==> config.mk <==
export PLATFORM = sky130hd
export DESIGN_NAME = round_robin_quantum_scheduler
export DESIGN_NICKNAME = d
export VERILOG_FILES = /design/src/rrqs_pkg.sv /design/src/rrqs_slot_mem.sv /design/src/rrqs_link_mem.sv /design/src/round_robin_quantum_scheduler.sv
export SDC_FILE = /design/constraint.sdc
export NUM_CORES = 2
export LEC_CHECK = 0
export BUFFER_PORTS_ARGS = -buffer_cell sky130_fd_sc_hd__buf_2
export CAP_MARGIN = 20
export CORE_MARGIN = 2
export CORE_UTILIZATION = 65
export CTS_BUF_LIST = sky130_fd_sc_hd__clkbuf_2
export CTS_CLUSTER_DIAMETER = 200
export DETAILED_ROUTE_END_ITERATION = 8
export PLACE_DENSITY = 0.78
export SETUP_SLACK_MARGIN = 0.05
export SLEW_MARGIN = 20
export SYNTH_ARGS = -nofsm -noshare
export SYNTH_HDL_FRONTEND = slang
export SYNTH_HIERARCHICAL = 1
export SYNTH_SLANG_ARGS = --single-unit
==> constraint.sdc <==
create_clock -name i_clk -period 27.7 [get_ports i_clk]
set_input_delay 5.54 -clock i_clk [delete_from_list [all_inputs] [get_ports i_clk]]
set_output_delay 5.54 -clock i_clk [all_outputs]
set_load 0.02 [all_outputs]
==> src/rrqs_pkg.sv <==
// package for the round robin quantum scheduler: constants and helpers
`default_nettype none
package rrqs_pkg;
    localparam int SLOTS_DEF = 16;
    localparam logic [15:0] FIRST_Q_RESET = 16'd10;

    localparam logic [2:0] K_TICK    = 3'd0;
    localparam logic [2:0] K_ALLOC   = 3'd1;
    localparam logic [2:0] K_RELEASE = 3'd2;
    localparam logic [2:0] K_BLOCK   = 3'd3;
    localparam logic [2:0] K_UNBLOCK = 3'd4;
    localparam logic [2:0] K_FIND    = 3'd5;

    localparam logic [1:0] M_FREE  = 2'd0;
    localparam logic [1:0] M_READY = 2'd1;
    localparam logic [1:0] M_RUN   = 2'd2;
    localparam logic [1:0] M_BLOCK = 2'd3;

    localparam logic [1:0] ST_OK       = 2'd0;
    localparam logic [1:0] ST_NO_FREE  = 2'd1;
    localparam logic [1:0] ST_NO_PID   = 2'd2;
    localparam logic [1:0] ST_NOT_LIVE = 2'd3;

    function automatic logic [15:0] clamp_q(input logic [15:0] q);
        clamp_q = (q == 16'd0) ? 16'd1 : q;
    endfunction
endpackage
`default_nettype wire

==> src/rrqs_slot_mem.sv <==
// per-slot record memory: pid, quantum, ticks, switches, remaining, mode
`default_nettype none
module rrqs_slot_mem
    import rrqs_pkg::*;
#(
    parameter int SLOTS = SLOTS_DEF,
    localparam int SW = $clog2(SLOTS),
    localparam int RW = 15 + 16 + 32 + 32 + 16 + 2
) (
    input  wire logic          i_clk,
    input  wire logic [SW-1:0] i_raddr,
    output logic      [RW-1:0] o_rdata,
    input  wire logic          i_we,
    input  wire logic [SW-1:0] i_waddr,
    input  wire logic [RW-1:0] i_wdata
);
    logic [RW-1:0] r_mem [SLOTS];

    always_ff @(posedge i_clk) begin
        if (i_we) begin
            r_mem[i_waddr] <= i_wdata;
        end
        o_rdata <= r_mem[i_raddr];
    end
endmodule
`default_nettype wire

==> src/rrqs_link_mem.sv <==
// link memory: ready next, ready prev and free link per slot
`default_nettype none
module rrqs_link_mem
    import rrqs_pkg::*;
#(
    parameter int SLOTS = SLOTS_DEF,
    localparam int SW = $clog2(SLOTS),
    localparam int LW = 3 * (SW + 1)
) (
    input  wire logic          i_clk,
    input  wire logic [SW-1:0] i_raddr,
    output logic      [LW-1:0] o_rdata,
    input  wire logic          i_we,
    input  wire logic [SW-1:0] i_waddr,
    input  wire logic [LW-1:0] i_wdata
);
    logic [LW-1:0] r_mem [SLOTS];

    always_ff @(posedge i_clk) begin
        if (i_we) begin
            r_mem[i_waddr] <= i_wdata;
        end
        o_rdata <= r_mem[i_raddr];
    end
endmodule
`default_nettype wire

==> src/round_robin_quantum_scheduler.sv <==
// round robin quantum scheduler top level: sequencer over slot and link memories
//
// channel   dir  handshake        payload
// request   in   i_valid/o_stall  i_kind i_slot i_pid i_task_quantum
// result    out  o_valid/i_stall  o_switched o_running_slot o_slot_out o_status
//                                 o_ticks_used o_switch_count o_quantum_left
// config    in   i_cfg_valid/o_cfg_ready  i_cfg_data
//
// a request does one memory read-modify-write per touched slot, each read is registered;
// find reads the entries in order until a live entry matches the pid or the last is read
// after reset an init pass writes every entry, no request accepted then
// a finished result waits in the output register; the next request is taken meanwhile
// config writes are accepted only while no request is in progress
`default_nettype none
module round_robin_quantum_scheduler
    import rrqs_pkg::*;
#(
    parameter int SLOTS = SLOTS_DEF
) (
    input  wire logic        i_clk,
    input  wire logic        i_rst_n,
    input  wire logic        i_valid,
    output logic             o_stall,
    input  wire logic [2:0]  i_kind,
    input  wire logic [3:0]  i_slot,
    input  wire logic [14:0] i_pid,
    input  wire logic [15:0] i_task_quantum,
    output logic             o_valid,
    input  wire logic        i_stall,
    output logic             o_switched,
    output logic [3:0]       o_running_slot,
    output logic [3:0]       o_slot_out,
    output logic [1:0]       o_status,
    output logic [31:0]      o_ticks_used,
    output logic [31:0]      o_switch_count,
    output logic [15:0]      o_quantum_left,
    input  wire logic        i_cfg_valid,
    output logic             o_cfg_ready,
    input  wire logic [15:0] i_cfg_data
);
    localparam int SW = $clog2(SLOTS);
    localparam int PW = SW + 1;
    localparam int RW = 15 + 16 + 32 + 32 + 16 + 2;
    localparam int LW = 3 * PW;
    localparam logic [PW-1:0] NIL = PW'(SLOTS);
    localparam logic [SW-1:0] LAST = SW'(SLOTS - 1);

    typedef struct packed {
        logic [14:0] pid;
        logic [15:0] quantum;
        logic [31:0] ticks;
        logic [31:0] switches;
        logic [15:0] remaining;
        logic [1:0]  mode;
    } t_slot;

    typedef struct packed {
        logic [PW-1:0] next;
        logic [PW-1:0] prev;
        logic [PW-1:0] free;
    } t_link;

    localparam logic [4:0] S_INIT   = 5'd0;
    localparam logic [4:0] S_IDLE   = 5'd1;
    localparam logic [4:0] S_RD     = 5'd2;
    localparam logic [4:0] S_EXEC   = 5'd3;
    localparam logic [4:0] S_UL_P   = 5'd4;
    localparam logic [4:0] S_UL_PW  = 5'd5;
    localparam logic [4:0] S_UL_N   = 5'd6;
    localparam logic [4:0] S_UL_NW  = 5'd7;
    localparam logic [4:0] S_AP_T   = 5'd8;
    localparam logic [4:0] S_AP_TW  = 5'd9;
    localparam logic [4:0] S_AP_S   = 5'd10;
    localparam logic [4:0] S_AP_SW  = 5'd11;
    localparam logic [4:0] S_POST   = 5'd12;
    localparam logic [4:0] S_DS     = 5'd13;
    localparam logic [4:0] S_DSW    = 5'd14;
    localparam logic [4:0] S_FIND   = 5'd15;
    localparam logic [4:0] S_FINDW  = 5'd16;
    localparam logic [4:0] S_CUR    = 5'd17;
    localparam logic [4:0] S_CURW   = 5'd18;
    localparam logic [4:0] S_OUT    = 5'd19;
    localparam logic [4:0] S_CFG    = 5'd20;
    localparam logic [4:0] S_CFGW   = 5'd21;
    localparam logic [4:0] S_TICKW  = 5'd22;

    // post-unlink actions
    localparam logic [2:0] P_NONE    = 3'd0;
    localparam logic [2:0] P_ROTATE  = 3'd1;
    localparam logic [2:0] P_RELEASE = 3'd2;
    localparam logic [2:0] P_BLOCK   = 3'd3;
    localparam logic [2:0] P_APPEND  = 3'd4;

    logic [4:0]    r_state, n_state;
    logic [2:0]    r_post, n_post;
    logic [PW-1:0] r_head, n_head, r_tail, n_tail, r_ftop, n_ftop;
    logic [SW-1:0] r_cur, n_cur;
    logic [15:0]   r_round, n_round;
    logic [15:0]   r_fq, n_fq;
    logic [2:0]    r_kind, n_kind;
    logic [SW-1:0] r_s, n_s;
    logic          r_s_ok, n_s_ok;
    logic [14:0]   r_pid, n_pid;
    logic [15:0]   r_tq, n_tq;
    logic [SW-1:0] r_ptr, n_ptr;
    logic [PW-1:0] r_up, n_up, r_un, n_un;
    logic          r_dispatch, n_dispatch;
    logic          r_sw, n_sw;
    logic [3:0]    r_sout, n_sout;
    logic [1:0]    r_st, n_st;
    logic [31:0]   r_tk, n_tk, r_cnt, n_cnt;
    logic [15:0]   r_ql, n_ql;
    logic          r_ov, n_ov;
    logic [3:0]    r_orun, n_orun;
    logic          r_osw, n_osw;
    logic [3:0]    r_osout, n_osout;
    logic [1:0]    r_ost, n_ost;
    logic [31:0]   r_otk, n_otk, r_ocnt, n_ocnt;

    logic [SW-1:0] s_raddr, l_raddr, s_waddr, l_waddr;
    logic          s_we, l_we;
    t_slot         s_rd, s_wd;
    t_link         l_rd, l_wd;

    rrqs_slot_mem #(.SLOTS(SLOTS)) u_slot (
        .i_clk(i_clk), .i_raddr(s_raddr), .o_rdata(s_rd),
        .i_we(s_we), .i_waddr(s_waddr), .i_wdata(s_wd)
    );
    rrqs_link_mem #(.SLOTS(SLOTS)) u_link (
        .i_clk(i_clk), .i_raddr(l_raddr), .o_rdata(l_rd),
        .i_we(l_we), .i_waddr(l_waddr), .i_wdata(l_wd)
    );

    logic out_free;
    assign out_free = !r_ov || !i_stall;
    assign o_stall = !(r_state == S_IDLE && !i_cfg_valid);
    assign o_cfg_ready = (r_state == S_IDLE);
    assign o_valid = r_ov;
    assign o_switched = r_osw;
    assign o_running_slot = r_orun;
    assign o_slot_out = r_osout;
    assign o_status = r_ost;
    assign o_ticks_used = r_otk;
    assign o_switch_count = r_ocnt;
    assign o_quantum_left = r_ql;

    always_comb begin
        n_state = r_state; n_post = r_post; n_head = r_head; n_tail = r_tail;
        n_ftop = r_ftop; n_cur = r_cur; n_round = r_round; n_fq = r_fq;
        n_kind = r_kind; n_s = r_s; n_s_ok = r_s_ok; n_pid = r_pid; n_tq = r_tq;
        n_ptr = r_ptr; n_up = r_up; n_un = r_un; n_dispatch = r_dispatch;
        n_sw = r_sw; n_sout = r_sout; n_st = r_st; n_tk = r_tk; n_cnt = r_cnt;
        n_ql = r_ql; n_ov = r_ov; n_orun = r_orun;
        n_osw = r_osw; n_osout = r_osout; n_ost = r_ost; n_otk = r_otk; n_ocnt = r_ocnt;
        s_raddr = r_ptr; l_raddr = r_ptr; s_waddr = r_ptr; l_waddr = r_ptr;
        s_we = 1'b0; l_we = 1'b0; s_wd = s_rd; l_wd = l_rd;
        if (r_ov && !i_stall) begin
            n_ov = 1'b0;
        end
        unique case (r_state)
            S_INIT: begin
                s_we = 1'b1; l_we = 1'b1;
                s_wd = '0;
                l_wd.next = NIL; l_wd.prev = NIL;
                l_wd.free = (r_ptr <= SW'(1)) ? NIL : PW'(r_ptr) - PW'(1);
                if (r_ptr == '0) begin
                    s_wd.quantum = FIRST_Q_RESET;
                    s_wd.remaining = FIRST_Q_RESET;
                    s_wd.mode = M_RUN;
                end
                n_ptr = r_ptr + SW'(1);
                if (r_ptr == LAST) begin
                    n_state = S_IDLE;
                end
            end
            S_IDLE: begin
                if (i_cfg_valid) begin
                    n_fq = clamp_q(i_cfg_data);
                    n_ptr = '0;
                    n_state = S_CFG;
                end else if (i_valid) begin
                    n_kind = i_kind;
                    n_s = SW'(i_slot);
                    n_s_ok = ({1'b0, i_slot} < 5'(SLOTS));
                    n_pid = i_pid;
                    n_tq = clamp_q(i_task_quantum);
                    n_sw = 1'b0; n_sout = '0; n_st = ST_OK; n_tk = '0; n_cnt = '0;
                    n_post = P_NONE; n_dispatch = 1'b0;
                    unique case (i_kind)
                        K_TICK: n_ptr = r_cur;
                        K_ALLOC: n_ptr = r_ftop[SW-1:0];
                        K_FIND: n_ptr = '0;
                        default: n_ptr = SW'(i_slot);
                    endcase
                    n_state = S_RD;
                end
            end
            S_CFG: n_state = S_CFGW;
            S_CFGW: begin
                s_we = 1'b1;
                s_wd.quantum = r_fq;
                if (r_cur == '0) begin
                    s_wd.remaining = r_fq;
                    n_round = r_fq;
                end
                n_state = S_IDLE;
            end
            S_RD: begin
                if (r_kind == K_FIND) begin
                    n_state = S_FINDW;
                end else begin
                    n_state = S_EXEC;
                end
            end
            S_FIND: n_state = S_FINDW;
            S_FINDW: begin
                if (s_rd.mode != M_FREE && s_rd.pid == r_pid) begin
                    n_sout = 4'(r_ptr);
                    n_tk = s_rd.ticks;
                    n_cnt = s_rd.switches;
                    n_state = S_CUR;
                    n_ptr = r_cur;
                end else if (r_ptr == LAST) begin
                    n_st = ST_NO_PID;
                    n_state = S_CUR;
                    n_ptr = r_cur;
                end else begin
                    n_ptr = r_ptr + SW'(1);
                    n_state = S_FIND;
                end
            end
            S_EXEC: begin
                n_up = l_rd.prev; n_un = l_rd.next;
                n_state = S_CUR;
                n_ptr = r_cur;
                priority case (r_kind)
                    K_TICK: begin
                        s_we = 1'b1;
                        s_wd.ticks = s_rd.ticks + 32'd1;
                        if (s_rd.remaining != '0) begin
                            s_wd.remaining = s_rd.remaining - 16'd1;
                        end
                        if (r_round > 16'd1) begin
                            n_round = r_round - 16'd1;
                        end else begin
                            n_round = clamp_q(s_rd.quantum);
                            n_dispatch = 1'b1;
                            if (s_rd.mode == M_READY || s_rd.mode == M_RUN) begin
                                s_wd.mode = M_READY;
                                n_s = r_cur;
                                n_post = P_ROTATE;
                                n_state = S_UL_P;
                            end else begin
                                n_state = S_POST;
                            end
                        end
                    end
                    K_ALLOC: begin
                        if (r_ftop == NIL) begin
                            n_st = ST_NO_FREE;
                        end else begin
                            s_we = 1'b1; l_we = 1'b1;
                            s_wd.pid = r_pid; s_wd.quantum = r_tq; s_wd.ticks = '0;
                            s_wd.switches = '0; s_wd.remaining = r_tq; s_wd.mode = M_READY;
                            n_ftop = l_rd.free;
                            l_wd.free = NIL; l_wd.prev = r_tail; l_wd.next = NIL;
                            n_sout = 4'(r_ptr);
                            n_s = r_ptr;
                            n_post = P_APPEND;
                            n_state = S_AP_T;
                        end
                    end
                    K_RELEASE, K_BLOCK, K_UNBLOCK: begin
                        if (!r_s_ok || s_rd.mode == M_FREE) begin
                            n_st = ST_NOT_LIVE;
                        end else if (r_kind == K_RELEASE) begin
                            s_we = 1'b1; l_we = 1'b1;
                            s_wd.pid = '0; s_wd.mode = M_FREE;
                            l_wd.free = r_ftop;
                            n_ftop = PW'(r_ptr);
                            if (s_rd.mode == M_READY || s_rd.mode == M_RUN) begin
                                n_state = S_UL_P;
                            end
                        end else if (r_kind == K_BLOCK) begin
                            if (s_rd.mode == M_READY || s_rd.mode == M_RUN) begin
                                s_we = 1'b1; s_wd.mode = M_BLOCK;
                                n_state = S_UL_P;
                            end
                        end else if (r_kind == K_UNBLOCK) begin
                            if (s_rd.mode == M_BLOCK) begin
                                s_we = 1'b1; l_we = 1'b1;
                                s_wd.mode = M_READY;
                                l_wd.prev = r_tail; l_wd.next = NIL;
                                n_post = P_APPEND;
                                n_state = S_AP_T;
                            end
                        end
                    end
                    default: begin
                    end
                endcase
            end
            // unlink r_s: fix prev's next, then next's prev, then clear own links
            S_UL_P: begin
                if (r_up == NIL) begin
                    n_head = r_un;
                    n_state = S_UL_N;
                end else begin
                    n_ptr = r_up[SW-1:0];
                    n_state = S_UL_PW;
                end
                l_raddr = n_ptr;
            end
            S_UL_PW: begin
                l_we = 1'b1; l_wd.next = r_un;
                n_state = S_UL_N;
            end
            S_UL_N: begin
                if (r_un == NIL) begin
                    n_tail = r_up;
                    n_ptr = r_s;
                    n_state = S_AP_S;
                end else begin
                    n_ptr = r_un[SW-1:0];
                    n_state = S_UL_NW;
                end
                l_raddr = n_ptr;
            end
            S_UL_NW: begin
                l_we = 1'b1; l_wd.prev = r_up;
                n_ptr = r_s;
                n_state = S_AP_S;
            end
            S_AP_S: n_state = S_AP_SW;
            S_AP_SW: begin
                // own links cleared, or set as new tail on rotate
                l_we = 1'b1; l_wd.next = NIL;
                if (r_post == P_ROTATE) begin
                    l_wd.prev = r_tail;
                    if (r_tail == NIL) begin
                        n_head = PW'(r_s);
                    end
                    n_post = P_APPEND;
                    if (r_tail != NIL) begin
                        n_ptr = r_tail[SW-1:0];
                        n_state = S_AP_TW;
                        n_tail = PW'(r_s);
                    end else begin
                        n_tail = PW'(r_s);
                        n_state = S_POST;
                    end
                end else begin
                    l_wd.prev = NIL;
                    n_state = S_POST;
                end
                l_raddr = n_ptr;
            end
            // append r_s after current tail (own links already written)
            S_AP_T: begin
                if (r_tail == NIL) begin
                    n_head = PW'(r_s);
                    n_tail = PW'(r_s);
                    n_state = S_POST;
                end else begin
                    n_ptr = r_tail[SW-1:0];
                    n_tail = PW'(r_s);
                    n_state = S_AP_TW;
                end
                l_raddr = n_ptr;
            end
            S_AP_TW: begin
                l_we = 1'b1; l_wd.next = PW'(r_s);
                n_state = S_POST;
            end
            S_POST: begin
                if (r_dispatch && r_head != NIL) begin
                    n_ptr = r_head[SW-1:0];
                    n_state = S_DS;
                end else begin
                    n_ptr = r_cur;
                    n_state = S_CUR;
                end
            end
            S_DS: n_state = S_DSW;
            S_DSW: begin
                s_we = 1'b1;
                s_wd.switches = s_rd.switches + 32'd1;
                s_wd.remaining = clamp_q(s_rd.quantum);
                s_wd.mode = M_RUN;
                n_round = clamp_q(s_rd.quantum);
                n_cur = r_ptr;
                n_sw = 1'b1;
                n_state = S_CUR;
            end
            S_CUR: n_state = S_CURW;
            S_CURW: begin
                if (out_free) begin
                    n_ov = 1'b1;
                    n_ql = s_rd.remaining;
                    n_orun = 4'(r_cur);
                    n_osw = r_sw;
                    n_osout = r_sout;
                    n_ost = r_st;
                    n_otk = r_tk;
                    n_ocnt = r_cnt;
                    n_state = S_IDLE;
                end
            end
            S_TICKW: n_state = S_IDLE;
            default: n_state = S_IDLE;
        endcase
    end

    always_ff @(posedge i_clk) begin
        if (!i_rst_n) begin
            r_state <= S_INIT; r_post <= P_NONE; r_head <= '0; r_tail <= '0;
            r_ftop <= PW'(LAST); r_cur <= '0; r_round <= FIRST_Q_RESET;
            r_ptr <= '0; r_ov <= 1'b0; r_dispatch <= 1'b0; r_fq <= FIRST_Q_RESET;
        end else begin
            r_state <= n_state; r_post <= n_post; r_head <= n_head; r_tail <= n_tail;
            r_ftop <= n_ftop; r_cur <= n_cur; r_round <= n_round; r_ptr <= n_ptr;
            r_ov <= n_ov; r_dispatch <= n_dispatch; r_fq <= n_fq;
        end
        r_kind <= n_kind; r_s <= n_s; r_s_ok <= n_s_ok; r_pid <= n_pid; r_tq <= n_tq;
        r_up <= n_up; r_un <= n_un; r_sw <= n_sw; r_sout <= n_sout; r_st <= n_st;
        r_tk <= n_tk; r_cnt <= n_cnt; r_ql <= n_ql; r_orun <= n_orun;
        r_osw <= n_osw; r_osout <= n_osout; r_ost <= n_ost; r_otk <= n_otk;
        r_ocnt <= n_ocnt;
    end
endmodule
`default_nettype wire

==> flow_summary.toml <==
[run_status]
outcome = "completed"

[clocking]
holdBufCountCts = 0
clock_path_buffers = 4
cts_buffers = 595
cts-root-buf = "clkbuf_2"
cts_tree = "yes"
post-cts-setup-buffers = 0
cts_resized = 0
cts_num_sinks = 2450
cts.htree.levels = 6
clock_latency_ps = 1860
clk_pin_slew_ps = 90

[power]
power_frac_seq_pct = 50.3
p_leak_nw = 35.4
pwr-share-comb_pct = 28.5
power_density_nw_per_um2 = 106
p_int_mw = 7.27
p_sw_share_pct = 33.7
p_switching_mw = 3.70
irDropWorstVdd_v = 0.000159
power_frac_clock_pct = 21.1
power_mw = 11.0

[logic_synthesis]
ys.flop_type = "edfxtp_1"
syn-num-nets = 5047
synth_edf_count = 2258
yosys_warnings = 6
synth-seq-cells = 2450
synthArstFlopShare_pct = 0
yosysSeqAreaShare_pct = 75.4
synth_cells = 4976
netlist_area_um2 = 95100
synth_area_per_cell_um2 = 19.1
yosysUniqueCellTypes = 90

[sta]
setup_viol = 0
slew_headroom_pct = 15.3
fin_setup_tns_ps = 0
period_share_pct = 43.0
min_period_ps = 11900
finalHoldViolations = 0
max_freq_ghz = 0.0840
tightest_slew_ps = 1270
fin_skew_ps = 182
rsz0062_at_grt = "no"
drv_slew = 0

[worst_setup_path]
path_delay_family = "buffers and inverters"
crit_slowest_cell = "buf_2"
arrival_ps = 6360
critPathLaunchType = "primary input"
cp.required_ps = 22160
worstSetupEndpointType = "output port"
max_stage_delay_ps = 280
path_class = "in -> out"
cp_max_fo = 7
cp_common_cell = "buf_2"
crit_chain = "buf_2 -> inv_1 -> nand3_1 -> buf_2"
path_buf_inv = 3

[detailed_routing]
first_pass_iters = 8
drc_errors = 0
finalWirelength_um = 235000
drtIter0Drc = 6965
via_per_inst = 6.73
wl_per_cell_um = 29.5
ant_nets = 0
num_vias = 53600

[final_layout]
area_growth_pct = 9.34
layout-drive-gt1-share_pct = 30.4
fin_nets = 5665
final_cell_mix = "2258 x edfxtp_1, 897 x clkbuf_2, 496 x mux4_2"
fillers = 8894
final_common_cell = "edfxtp_1"

[floorplan]
core-area_um2 = 145000
placementRows = 140
fp.dieW_um = 386
die_y_um = 386
die_area_um2 = 149000
io_pins = 153
start_util_pct = 65.4

[placement]
dpl.hpwl_um = 127000
io_buffers = 152
gp_congestion = 0.955

[global_route]
antenna_found_initial = 11
grt_max_degree = 108
grt_pass1_wl_um = 344000
grt_overflow = 0
grt_pass1_vias = 54004
track_usage_pct = 31.5

[flow_run]
cap_violations = 0

[hold_path]
hold_path.class = "reg -> reg"
==> synth_stat cells (37+ instances only) <==
cell type | instances | area share (%)
nand2_1 | 314 | 1.2
nand3_1 | 52 | 0.27
mux4_2 | 496 | 12
buf_2 | 61 | 0.32
mux2i_1 | 37 | 0.39
dfxtp_1 | 192 | 4.0
nor3_1 | 47 | 0.25
o21ai_0 | 164 | 0.86
inv_1 | 50 | 0.20
a21oi_1 | 92 | 0.48
clkbuf_1 | 167 | 0.66
a22oi_1 | 279 | 2.2
edfxtp_1 | 2258 | 71
and3_1 | 86 | 0.57
nor2_1 | 132 | 0.52
==> power by group through the flow <==
| stage | registers, mW | clock network (mW) | logic, mW |
|---|---|---|---|
| after floorplan | 5.51 | 0 | 2.10 |
| after global placement | 5.55 | 0 | 2.99 |
| final | 5.52 | 2.32 | 3.13 |
| after detailed placement | 5.59 | 0 | 3.08 |
| after CTS | 5.51 | 2.36 | 3.09 |
| after global routing | 5.55 | 2.55 | 3.33 |
==> through the flow <==
step | cells | utilization (%) | setup slack, ps | cell area (µm²) | hold WS, ps
floorplan | 4976 | - | 16280 | 95100 | 400
global placement | 6905 | 67.6 | 15840 | 98300 | 402
detailed placement | 6907 | 67.7 | 15840 | 98400 | 405
CTS | 7952 | 71.3 | 15840 | 104000 | 384
global route | 7966 | 71.5 | 15780 | 104000 | 409
finish | 7969 | 71.5 | 15800 | 104000 | 393
==> registers in the layout, summed over array words and instances, names as in the netlist, 15 cells and up <==
name            flops
u_slot/o_rdata    113
r_tk               32
o_ticks_used       32
u_slot/r_mem     1808
r_fq               16
r_cnt              32
o_quantum_left     16
r_round            16
u_link/o_rdata     15
o_switch_count     32
r_pid              15
r_tq               16
u_link/r_mem      240
==> worst paths after layout <==
check	startpoint	end	slack, ps	cells after the start
max	i_cfg_valid	o_stall	15800	4
min	r_tk[1]$_SDFFCE_PN0P_	o_ticks_used[1]$_DFFE_PP_	390	0
max reg2reg	r_state[1]$_SDFFE_PN0P_	u_slot/r_mem[9][25]$_DFFE_PP_	21200	10
min reg2reg	r_tk[1]$_SDFFCE_PN0P_	o_ticks_used[1]$_DFFE_PP_	390	0
==> final cells by class <==
| class | instances | area, µm² | area share (%) |
|---|---|---|---|
| Antenna cell | 10 | 25.0 | 0.0241 |
| Clock buffer | 897 | 4490 | 4.32 |
| Clock inverter | 148 | 848 | 0.816 |
| Inverter | 53 | 199 | 0.191 |
| Multi-Input combinational cell | 2182 | 22200 | 21.4 |
| Sequential cell | 2450 | 71700 | 69.0 |
| Tap cell | 1917 | 2400 | 2.31 |
| Timing Repair Buffer | 312 | 2100 | 2.02 |
==> kinds of logic (layout without fill, tap and decap cells) <==
| logic type | Yosys count | in the layout | share of synthesized area, % |
|---|---|---|---|
| AO/OA/AOI/OAI | 784 | 784 | 5.73 |
| XOR/XNOR | 24 | 24 | 0.221 |
| adder cells (fa/ha/maj) | 12 | 12 | 0.158 |
| buffers and inverters | 344 | 1410 | 1.68 |
| flip-flops | 2450 | 2450 | 75.4 |
| multiplexers | 555 | 555 | 12.7 |
| other | 0 | 10 | 0 |
| AND/OR/NAND/NOR | 807 | 807 | 4.18 |
==> worst reg2reg max path: stages (launching register included) <==
cell	delay, ps
dfxtp_1	310
buf_4	220
nor2_1	320
nand4_1	760
nand3_1	790
nand2_1	170
o21ai_0	340
nand3b_1	460
nor2_4	890
buf_4	840
buf_4	970
==> metal layers <==
layer | share of wire (%) | global-route usage [%] | vias up
li1 | - | - | 22218
met1 | 37 | 43.7 | 27139
met2 | 48 | 49.1 | 3663
met3 | 11 | 6.60 | 576
met4 | 4.2 | 14.5 | 4
met5 | 0.023 | 0 | -
Power figures use the tool's default switching activity.
